$ cat src/hw/rtl/pdao_pkg.sv
// Package for the pixel difference alpha overlay unit.
// Holds the channel width constants and the per-stage payload type.
// No dependencies.
`default_nettype none
package pdao_pkg;
    localparam int ChW   = 8;
    localparam int QW    = 8;     // quotient bits developed, one per cell
    localparam int NumW  = 17;    // 255*n scale, non-negative magnitudes
    localparam logic [7:0] ChMax = 8'd255;

    // One channel's divider working set.
    typedef struct packed {
        logic [NumW-1:0] rem;
        logic [QW-1:0]   quo;
        logic [ChW-1:0]  den;
        logic            neg;
    } div_lane_t;
endpackage
`default_nettype wire

$ cat src/hw/rtl/pixel_difference_alpha_overlay_unit.sv
// Pixel difference alpha overlay unit.
// Item streams: s_axis carries {new_pixel, old_pixel}, m_axis the overlay pixel.
// One item is accepted per cycle while the output register is not stalled.
// Two chains of restoring divide cells do the work: the first, eight cells,
// finds the per-channel alphas (dividends up to 255*255 over an 8-bit divisor),
// a register stage then reduces them to the overlay alpha and forms the solve
// numerators, and the second, nine cells, divides those by the alpha. Solve
// quotients can reach nine bits, so the first solve cell only reduces the
// remainder and the other cells yield the low quotient byte. The whole chain
// advances together, so a stall at m_axis_tready holds every item in place;
// s_axis_tready is high whenever the output register is empty or being taken,
// which keeps one item a cycle flowing while the receiver takes them. Reset
// clears all valid flags. The output register sits after the last cell.
`default_nettype none
module pixel_difference_alpha_overlay_unit
    import pdao_pkg::*;
(
    input  wire logic        aclk,
    input  wire logic        aresetn,
    input  wire logic        s_axis_tvalid,
    output logic             s_axis_tready,
    input  wire logic [63:0] s_axis_tdata,   // old_pixel[31:0], new_pixel[63:32]
    output logic             m_axis_tvalid,
    input  wire logic        m_axis_tready,
    output logic      [31:0] m_axis_tdata    // overlay_pixel[31:0]
);
    localparam int SideW = 64 + 4;   // pixels, equal flag, per-lane "old>new"

    logic en;
    assign en = !m_axis_tvalid || m_axis_tready;
    assign s_axis_tready = en;

    // Stage A setup: dividend and divisor per lane for the alpha search.
    logic [31:0] op, np;
    assign op = s_axis_tdata[31:0];
    assign np = s_axis_tdata[63:32];

    div_lane_t         a_lane [9][3];
    logic              a_vld  [9];
    logic [SideW-1:0]  a_side [9];
    logic [2:0]        gt;

    always_comb begin
        for (int i = 0; i < 3; i++) begin
            logic [7:0] o, n;
            o = op[16-8*i +: 8];
            n = np[16-8*i +: 8];
            gt[i] = o > n;
            a_lane[0][i].quo = '0;
            a_lane[0][i].neg = (o == n);
            if (o > n) begin
                a_lane[0][i].rem = NumW'(n) * NumW'(ChMax);
                a_lane[0][i].den = o;
            end else begin
                a_lane[0][i].rem = NumW'(n - o) * NumW'(ChMax);
                a_lane[0][i].den = (o == n) ? 8'd1 : ChMax - o;
            end
        end
    end
    assign a_vld[0]  = s_axis_tvalid;
    assign a_side[0] = {gt, op == np, np, op};

    for (genvar k = 0; k < 8; k++) begin : g_alpha
        pdao_div_cell #(.BitPos(7 - k), .SideW(SideW)) u_cell (
            .aclk, .aresetn, .en,
            .vld_in(a_vld[k]), .lane_in(a_lane[k]), .side_in(a_side[k]),
            .vld_out(a_vld[k+1]), .lane_out(a_lane[k+1]), .side_out(a_side[k+1])
        );
    end

    // Alpha reduction and numerator setup, registered.
    logic [7:0] ach [3];
    logic [7:0] amax;
    always_comb begin
        for (int i = 0; i < 3; i++) begin
            if (a_lane[8][i].neg)
                ach[i] = '0;
            else if (a_side[8][65+i])
                ach[i] = ChMax - a_lane[8][i].quo;
            else
                ach[i] = a_lane[8][i].quo;
        end
        amax = ach[0];
        if (ach[1] > amax) amax = ach[1];
        if (ach[2] > amax) amax = ach[2];
    end

    logic             m_vld_reg;
    div_lane_t        m_lane_reg [3];
    logic [SideW-1:0] m_side_reg;
    logic [7:0]       m_alpha_reg;
    div_lane_t        m_lane_next [3];

    always_comb begin
        for (int i = 0; i < 3; i++) begin
            logic [7:0] o, n;
            logic signed [17:0] num;
            o = a_side[8][16-8*i +: 8];
            n = a_side[8][48-8*i +: 8];
            num = $signed({1'b0, NumW'(n) * NumW'(ChMax)})
                - $signed({1'b0, NumW'(o) * NumW'(ChMax - amax)});
            m_lane_next[i].neg = num[17];
            m_lane_next[i].rem = num[17] ? NumW'(-num) : num[NumW-1:0];
            m_lane_next[i].den = (amax == 8'd0) ? 8'd1 : amax;
            m_lane_next[i].quo = '0;
        end
    end

    always_ff @(posedge aclk) begin
        if (!aresetn) begin
            m_vld_reg <= 1'b0;
        end else if (en) begin
            m_vld_reg <= a_vld[8];
        end
    end

    always_ff @(posedge aclk) begin
        if (en) begin
            m_lane_reg  <= m_lane_next;
            m_side_reg  <= a_side[8];
            m_alpha_reg <= amax;
        end
    end

    // Solve chain; alpha travels in the spare side bits.
    localparam int SW2 = 64 + 9;
    div_lane_t        b_lane [10][3];
    logic             b_vld  [10];
    logic [SW2-1:0]   b_side [10];
    assign b_lane[0] = m_lane_reg;
    assign b_vld[0]  = m_vld_reg;
    assign b_side[0] = {m_side_reg[64], m_alpha_reg, m_side_reg[63:0]};

    for (genvar k = 0; k < 9; k++) begin : g_solve
        pdao_div_cell #(.BitPos(8 - k), .SideW(SW2)) u_cell (
            .aclk, .aresetn, .en,
            .vld_in(b_vld[k]), .lane_in(b_lane[k]), .side_in(b_side[k]),
            .vld_out(b_vld[k+1]), .lane_out(b_lane[k+1]), .side_out(b_side[k+1])
        );
    end

    // The chain leaves the low byte of each quotient magnitude; the sign is
    // applied here, still modulo 256.
    logic [31:0] res_next;
    logic [7:0]  fa;
    logic [7:0]  qb [3];
    always_comb begin
        fa = b_side[9][71:64];
        for (int i = 0; i < 3; i++) begin
            qb[i] = b_lane[9][i].neg ? -b_lane[9][i].quo : b_lane[9][i].quo;
        end
        if (b_side[9][72] || fa == 8'd0)
            res_next = '0;
        else if (fa == ChMax)
            res_next = b_side[9][63:32];
        else
            res_next = {fa, qb[0], qb[1], qb[2]};
    end

    logic        o_vld_reg;
    logic [31:0] o_data_reg;
    always_ff @(posedge aclk) begin
        if (!aresetn) begin
            o_vld_reg <= 1'b0;
        end else if (en) begin
            o_vld_reg <= b_vld[9];
        end
    end
    always_ff @(posedge aclk) begin
        if (en) begin
            o_data_reg <= res_next;
        end
    end

    assign m_axis_tvalid = o_vld_reg;
    assign m_axis_tdata  = o_data_reg;
endmodule
`default_nettype wire

$ cat src/hw/rtl/pdao_div_cell.sv
// One restoring division step for three channel lanes.
// Uses pdao_pkg. Each cell produces one quotient bit per lane, then registers.
`default_nettype none
module pdao_div_cell
    import pdao_pkg::*;
#(
    parameter int BitPos = 7,
    parameter int SideW  = 64
) (
    input  wire logic             aclk,
    input  wire logic             aresetn,
    input  wire logic             en,
    input  wire logic             vld_in,
    input  wire div_lane_t        lane_in  [3],
    input  wire logic [SideW-1:0] side_in,
    output logic                  vld_out,
    output div_lane_t             lane_out [3],
    output logic      [SideW-1:0] side_out
);
    div_lane_t       lane_next [3];
    logic            vld_reg;
    div_lane_t       lane_reg  [3];
    logic [SideW-1:0] side_reg;

    // A step above the quotient width still reduces the remainder, but its
    // quotient bit falls outside the kept low byte.
    always_comb begin
        for (int i = 0; i < 3; i++) begin
            logic [NumW+QW-1:0] sh;
            logic [QW:0]        qmask;
            sh = (NumW+QW)'(lane_in[i].den) << BitPos;
            qmask = (QW+1)'(1) << BitPos;
            lane_next[i] = lane_in[i];
            if ({{QW{1'b0}}, lane_in[i].rem} >= sh) begin
                lane_next[i].rem = lane_in[i].rem - sh[NumW-1:0];
                lane_next[i].quo = lane_in[i].quo | qmask[QW-1:0];
            end
        end
    end

    always_ff @(posedge aclk) begin
        if (!aresetn) begin
            vld_reg <= 1'b0;
        end else if (en) begin
            vld_reg <= vld_in;
        end
    end

    always_ff @(posedge aclk) begin
        if (en) begin
            lane_reg <= lane_next;
            side_reg <= side_in;
        end
    end

    assign vld_out  = vld_reg;
    assign lane_out = lane_reg;
    assign side_out = side_reg;
endmodule
`default_nettype wire

$ cat config.mk
export PLATFORM = sky130hd
export DESIGN_NAME = pixel_difference_alpha_overlay_unit
export DESIGN_NICKNAME = d
export VERILOG_FILES = /design/src/hw/rtl/pdao_pkg.sv /design/src/hw/rtl/pixel_difference_alpha_overlay_unit.sv /design/src/hw/rtl/pdao_div_cell.sv
export SDC_FILE = /design/constraint.sdc
export NUM_CORES = 2
export LEC_CHECK = 0
export BUFFER_PORTS_ARGS = -buffer_cell sky130_fd_sc_hd__buf_2
export CORE_UTILIZATION = 64
export DETAILED_ROUTE_END_ITERATION = 8
export GPL_ROUTABILITY_DRIVEN = 0
export PLACE_DENSITY = 0.92
export SLEW_MARGIN = 20
export SYNTH_ARGS = -nofsm -noshare
export SYNTH_HDL_FRONTEND = slang
export SYNTH_SLANG_ARGS = --single-unit
$ cat constraint.sdc
create_clock -name aclk -period 79.7 [get_ports aclk]
set_clock_uncertainty 0.05 [all_clocks]
set_input_delay 3.985 -clock aclk [delete_from_list [all_inputs] [get_ports aclk]]
set_output_delay 3.985 -clock aclk [all_outputs]
set_load 0.01 [all_outputs]
# Yosys cells after proc, flatten, opt, wreduce, memory -nomap -nowiden
# Cells that the tools add are included.
# word_totals
latch_bits	0
rom_bits	0
out_inout_bits	34
ram_bits	0
mem_count	0
register_bits	2843
elab_cells	478
# classes
n_bitwise	0
eq_ne	5
shift	0
n_mul	12
n_addsub	64
n_lt_le_gt_ge	56
n_mux	69
n_reduce_logical	5
div	0
# op_table
cell	count
25-bit 2-to-1 mux	45
8-bit 2-to-1 mux	17
17-bit by 10-bit greater-or-equal comparator with 1-bit output	6
17-bit by 11-bit greater-or-equal comparator with 1-bit output	6
17-bit by 12-bit greater-or-equal comparator with 1-bit output	6
17-bit by 13-bit greater-or-equal comparator with 1-bit output	6
17-bit by 14-bit greater-or-equal comparator with 1-bit output	6
17-bit by 15-bit greater-or-equal comparator with 1-bit output	6
17-bit by 8-bit greater-or-equal comparator with 1-bit output	6
17-bit by 9-bit greater-or-equal comparator with 1-bit output	6
17-bit 2-to-1 mux	6
17-bit by 10-bit subtractor with 17-bit output	6
17-bit by 11-bit subtractor with 17-bit output	6
17-bit by 12-bit subtractor with 17-bit output	6
17-bit by 13-bit subtractor with 17-bit output	6
17-bit by 14-bit subtractor with 17-bit output	6
17-bit by 15-bit subtractor with 17-bit output	6
17-bit by 9-bit subtractor with 17-bit output	6
8-bit by 8-bit multiplier with 16-bit output (second input constant)	6
16-bit by 17-bit subtractor with 18-bit output	3
17-bit by 16-bit greater-or-equal comparator with 1-bit output	3
9-bit by 9-bit multiplier with 17-bit output (second input constant)	3
17-bit negator	3
17-bit by 16-bit subtractor with 17-bit output	3
14 further kinds	32

# Depth between registers and ports, before layout
# depth
word_depth	12
mapped_depth	55
ltp_nobuf	51

# By module
# A second synthesis with hierarchy kept.
# unflattened
hier_cells	10914
hier_area_um2	152446.2
# modules_own_cells
module	seq_area_each_um2	instances	area_per_inst_um2	cells_per_inst
pixel_difference_alpha_overlay_unit	5054.8	1	32790.2	3448
pdao_div_cell (g_solve[7].u_cell)	5275.1	1	7350.8	486
pdao_div_cell (g_solve[8].u_cell)	5275.1	1	7309.5	482
pdao_div_cell (g_solve[4].u_cell)	5275.1	1	7300.8	462
pdao_div_cell (g_solve[6].u_cell)	5275.1	1	7153.1	447
pdao_div_cell (g_alpha[3].u_cell)	5124.9	1	7150.6	457
pdao_div_cell (g_alpha[7].u_cell)	5124.9	1	7140.6	474
pdao_div_cell (g_solve[5].u_cell)	5275.1	1	7134.3	446
pdao_div_cell (g_alpha[6].u_cell)	5124.9	1	7090.6	464
pdao_div_cell (g_alpha[5].u_cell)	5124.9	1	6996.7	447
pdao_div_cell (g_alpha[4].u_cell)	5124.9	1	6989.2	439
pdao_div_cell (g_solve[2].u_cell)	5275.1	1	6967.9	408
pdao_div_cell (g_solve[3].u_cell)	5275.1	1	6947.9	419
pdao_div_cell (g_solve[1].u_cell)	5275.1	1	6929.1	420
+4 rows	n/a	n/a	n/a	n/a

# Least setup slack after synthesis
# Ideal clock, no wire load.
# synth_timing
path_type	in2out
from	input m_axis_tready
to	output s_axis_tready
path_slack_ns	10.928
required_time_ns	75.665
arrival_time_ns	64.737
path_stages	3
path_cell_list	nor2b_1 > clkinv_1 > clkbuf_1
# synth_via
elab_chain_cells	1
# synth_rtl
item	line	source
from (decl)	pixel_difference_alpha_overlay_unit.sv:24	input wire logic m_axis_tready,
1-bit logical OR	pixel_difference_alpha_overlay_unit.sv:30	assign en = !m_axis_tvalid || m_axis_tready;
to (decl)	pixel_difference_alpha_overlay_unit.sv:21	output logic s_axis_tready,
# Every way passes these cells.

==> results.md <==
* Status: finished, violations left
* Failing checks: DRC
* Worst-path fanout max at 27
* Share of the synthesized area in the top cell type at 55.58%
* Sequential fraction of the synthesis area at 55.89%
* Synth Cell Area at 0.1215 mm^2
* 1st-pass router iterations at 9
* CP most frequent cell: fa_1
* Tightest Hold Check Type: flip-flop to flip-flop
* Unrepaired setup endpoints after global routing: no
* Final hold viol count at 0
* Synth async-reset ratio at 0%
* Final Cycle Share at 16.89%
* YS warnings at 0
* GRT Residual Overflow at 0
* Die Y at 437.6 um
* Critical path arrival at 14.00 ns
* Total number of vias at 75.23k
* Dpl cell area at 0.1250 mm^2
* Wire length per cell at 20.46 um
* Flop2flop setup slack at 66.24 ns
* FF-to-FF path depth at 47
* DR vias/cell at 6.078
* Reg-to-reg startpoint: g_alpha[7].u_cell.side_out[65]$_DFFE_PP_
* Post-DRT Antenna Nets at 0
* # Post-CTS Setup Buffers at 0
* Initial drt markers at 7660
* Io pins at 102
* Mapped Cells at 9471
* Clk slew on worst S/H paths at 0.06 ns
* Die area at 0.1915 mm^2
* Gr usage total at 26.41%
* Routed WL at 253.2 mm
* Type of element launching the critical path: flip-flop
* # setup viols final at 0
* Crit end category: flip-flop
* WHS at 0.3407 ns
* Post-synth top flop: edfxtp_1
* Number of flops mapped to enable cells by yosys at 2248
* Initial antenna violation count at 6
* Area contributors post-synth: edfxtp_1 56%, ha_1 9.3%, fa_1 8.1%
* Minimum clock period at 13.46 ns
* Worst-Margin Slew at 1.135 ns
* Syn avg cell area at 12.82 um^2
* # rows at 159
* DRC viols at 7
* TritonCTS buffer count at 211
* Core box area at 0.1882 mm^2
* WS Path Type: flip-flop to flip-flop
* H-tree depth at 4
* Yosys cell types at 93
* Pin count of the biggest net entering global routing at 245
* Vias in the first global route at 78.35k
* Most instantiated library cell after synthesis: edfxtp_1
* Critical Path Start: g_alpha[7].u_cell.side_out[65]$_DFFE_PP_
* P&R area growth vs syn at 8.700%
* Max reg flops at 657
* CP peak stage delay at 0.79 ns
* I/O Buffers at 101
* Peak Freq at 74.29 MHz
* Syn_nets at 10.93k
* Clock root buffer: clkbuf_16
* Later-pin clock latency in the skew report at 0.90 ns
* Commonest cells post-synth: 2248 x edfxtp_1, 1302 x inv_1, 903 x ha_1
* Longest Clk Path Bufs at 3
* TritonCTS clock tree: yes
* Synth Register Bits at 2267
* Cell area after layout at 0.1320 mm^2
* Critical Path End: b_lane[982]$_DFFE_PP_
* Synth area leader: edfxtp_1
* FF-to-FF End: b_lane[982]$_DFFE_PP_
* Die X at 437.6 um
* Slew Viols, Final at 0
* Number of diodes at 0
* Max-Slew Margin vs Limit at 24.32%
* Global-route wire length before repair at 403.5 mm
* Final HPWL DP at 170.3 mm
* Nets at 11.17k
* Max_cap viols at 0
* # hold bufs at CTS at 0
* Post-CTS sizing at 0
* Post-Place Setup Slack at 66.49 ns
* Worst Setup Slack, final at 66.24 ns
* Initial Utilization at 64.54%
* Layout cells sized above 1 at 6.062%
* Setup TNS at 0 ns
* CP max-delay cell: a22oi_1
* Worst Path Required at 80.24 ns
* Clk sinks at 2267
## per-stage QoR
step / util (%) / std cells
6_report: 70.15 / 12377
5_1_grt: 70.15 / 12377
4_1_cts: 70.11 / 12375
3_5_place_dp: 66.43 / 11986
3_3_place_gp: 66.43 / 11986
2_1_floorplan: - / 9471
## metal layers
layer	vias to the layer above	global-route usage, %	part of all wire, %
met5	-	0	0.022
met4	8	16.81	7.0
met3	1120	4.089	6.5
met2	3825	47.13	51
met1	36223	29.41	35
li1	34053	-	-
## worst min path at each step
stage	cells after the start	from	to
floorplan	0	g_alpha[0].u_cell.lane_out[0]$_DFFE_PP_	g_alpha[1].u_cell.lane_out[0]$_DFFE_PP_
global placement	0	g_solve[3].u_cell.side_out[57]$_DFFE_PP_	g_solve[4].u_cell.side_out[57]$_DFFE_PP_
detailed placement	0	g_alpha[0].u_cell.side_out[23]$_DFFE_PP_	g_alpha[1].u_cell.side_out[23]$_DFFE_PP_
CTS	0	g_solve[7].u_cell.side_out[51]$_DFFE_PP_	g_solve[8].u_cell.side_out[51]$_DFFE_PP_
global route	0	g_alpha[4].u_cell.lane_out[80]$_SDFFCE_PN1P_	g_alpha[5].u_cell.lane_out[80]$_DFFE_PP_
finish	0	g_solve[7].u_cell.side_out[51]$_DFFE_PP_	g_solve[8].u_cell.side_out[51]$_DFFE_PP_
## cell usage in the layout (no fill, tap or decap), drive strengths merged, types with 19 or more instances in the layout
cell	instances
nand3	107
bufinv	23
nand2	511
a31oi	24
nor2	554
o21bai	20
nor3	135
o21ai	401
o21a	100
a211oi	79
or2	19
nor3b	26
nor4	96
xor2	256
nand3b	30
nand4	81
clkinv	89
a21boi	134
dfxtp	19
a21oi	409
or4	25
nand2b	99
nand4b	25
xnor2	347
mux2	88
inv	1317
fa	490
a21o	107
buf	143
ha	903
nor2b	143
and3	19
and2	149
or3	61
clkbuf	254
mux2i	61
edfxtp	2248
o31ai	62
## logic make-up after synthesis
| kind of cell | share of synthesized area [%] |
|---|---|
| adders and majority gates | 17.38 |
| DFF | 55.89 |
| AOI/OAI and AO/OA | 7.831 |
| muxes | 1.319 |
| xor gates and xnor gates | 4.354 |
| buffers and inverters | 4.411 |
| and+or+nand+nor | 8.816 |
## critical path: cells and delay by family, from the launching register on
family / cells / cell delay [ns]
and+or+nand+nor: 9 / 1.86
DFF: 1 / 0.58
buffers and inverters: 4 / 0.22
muxes: 2 / 1.02
adders and majority gates: 12 / 4.93
xor gates and xnor gates: 3 / 0.59
AOI/OAI and AO/OA: 17 / 3.97
## area by class of cell
cell class	instances	area (um^2)
clock buffers	254	5484
multi-input cells	5777	48270
clock inverters	135	1451
flip-flops and latches	2267	67890
fillers	11097	56170
well taps	2495	3122
inverters	1306	4910
repair buffers	143	907.1
Power is not shown: default switching activity piles up to over one toggle a cycle in this logic, so the estimate is an artifact.
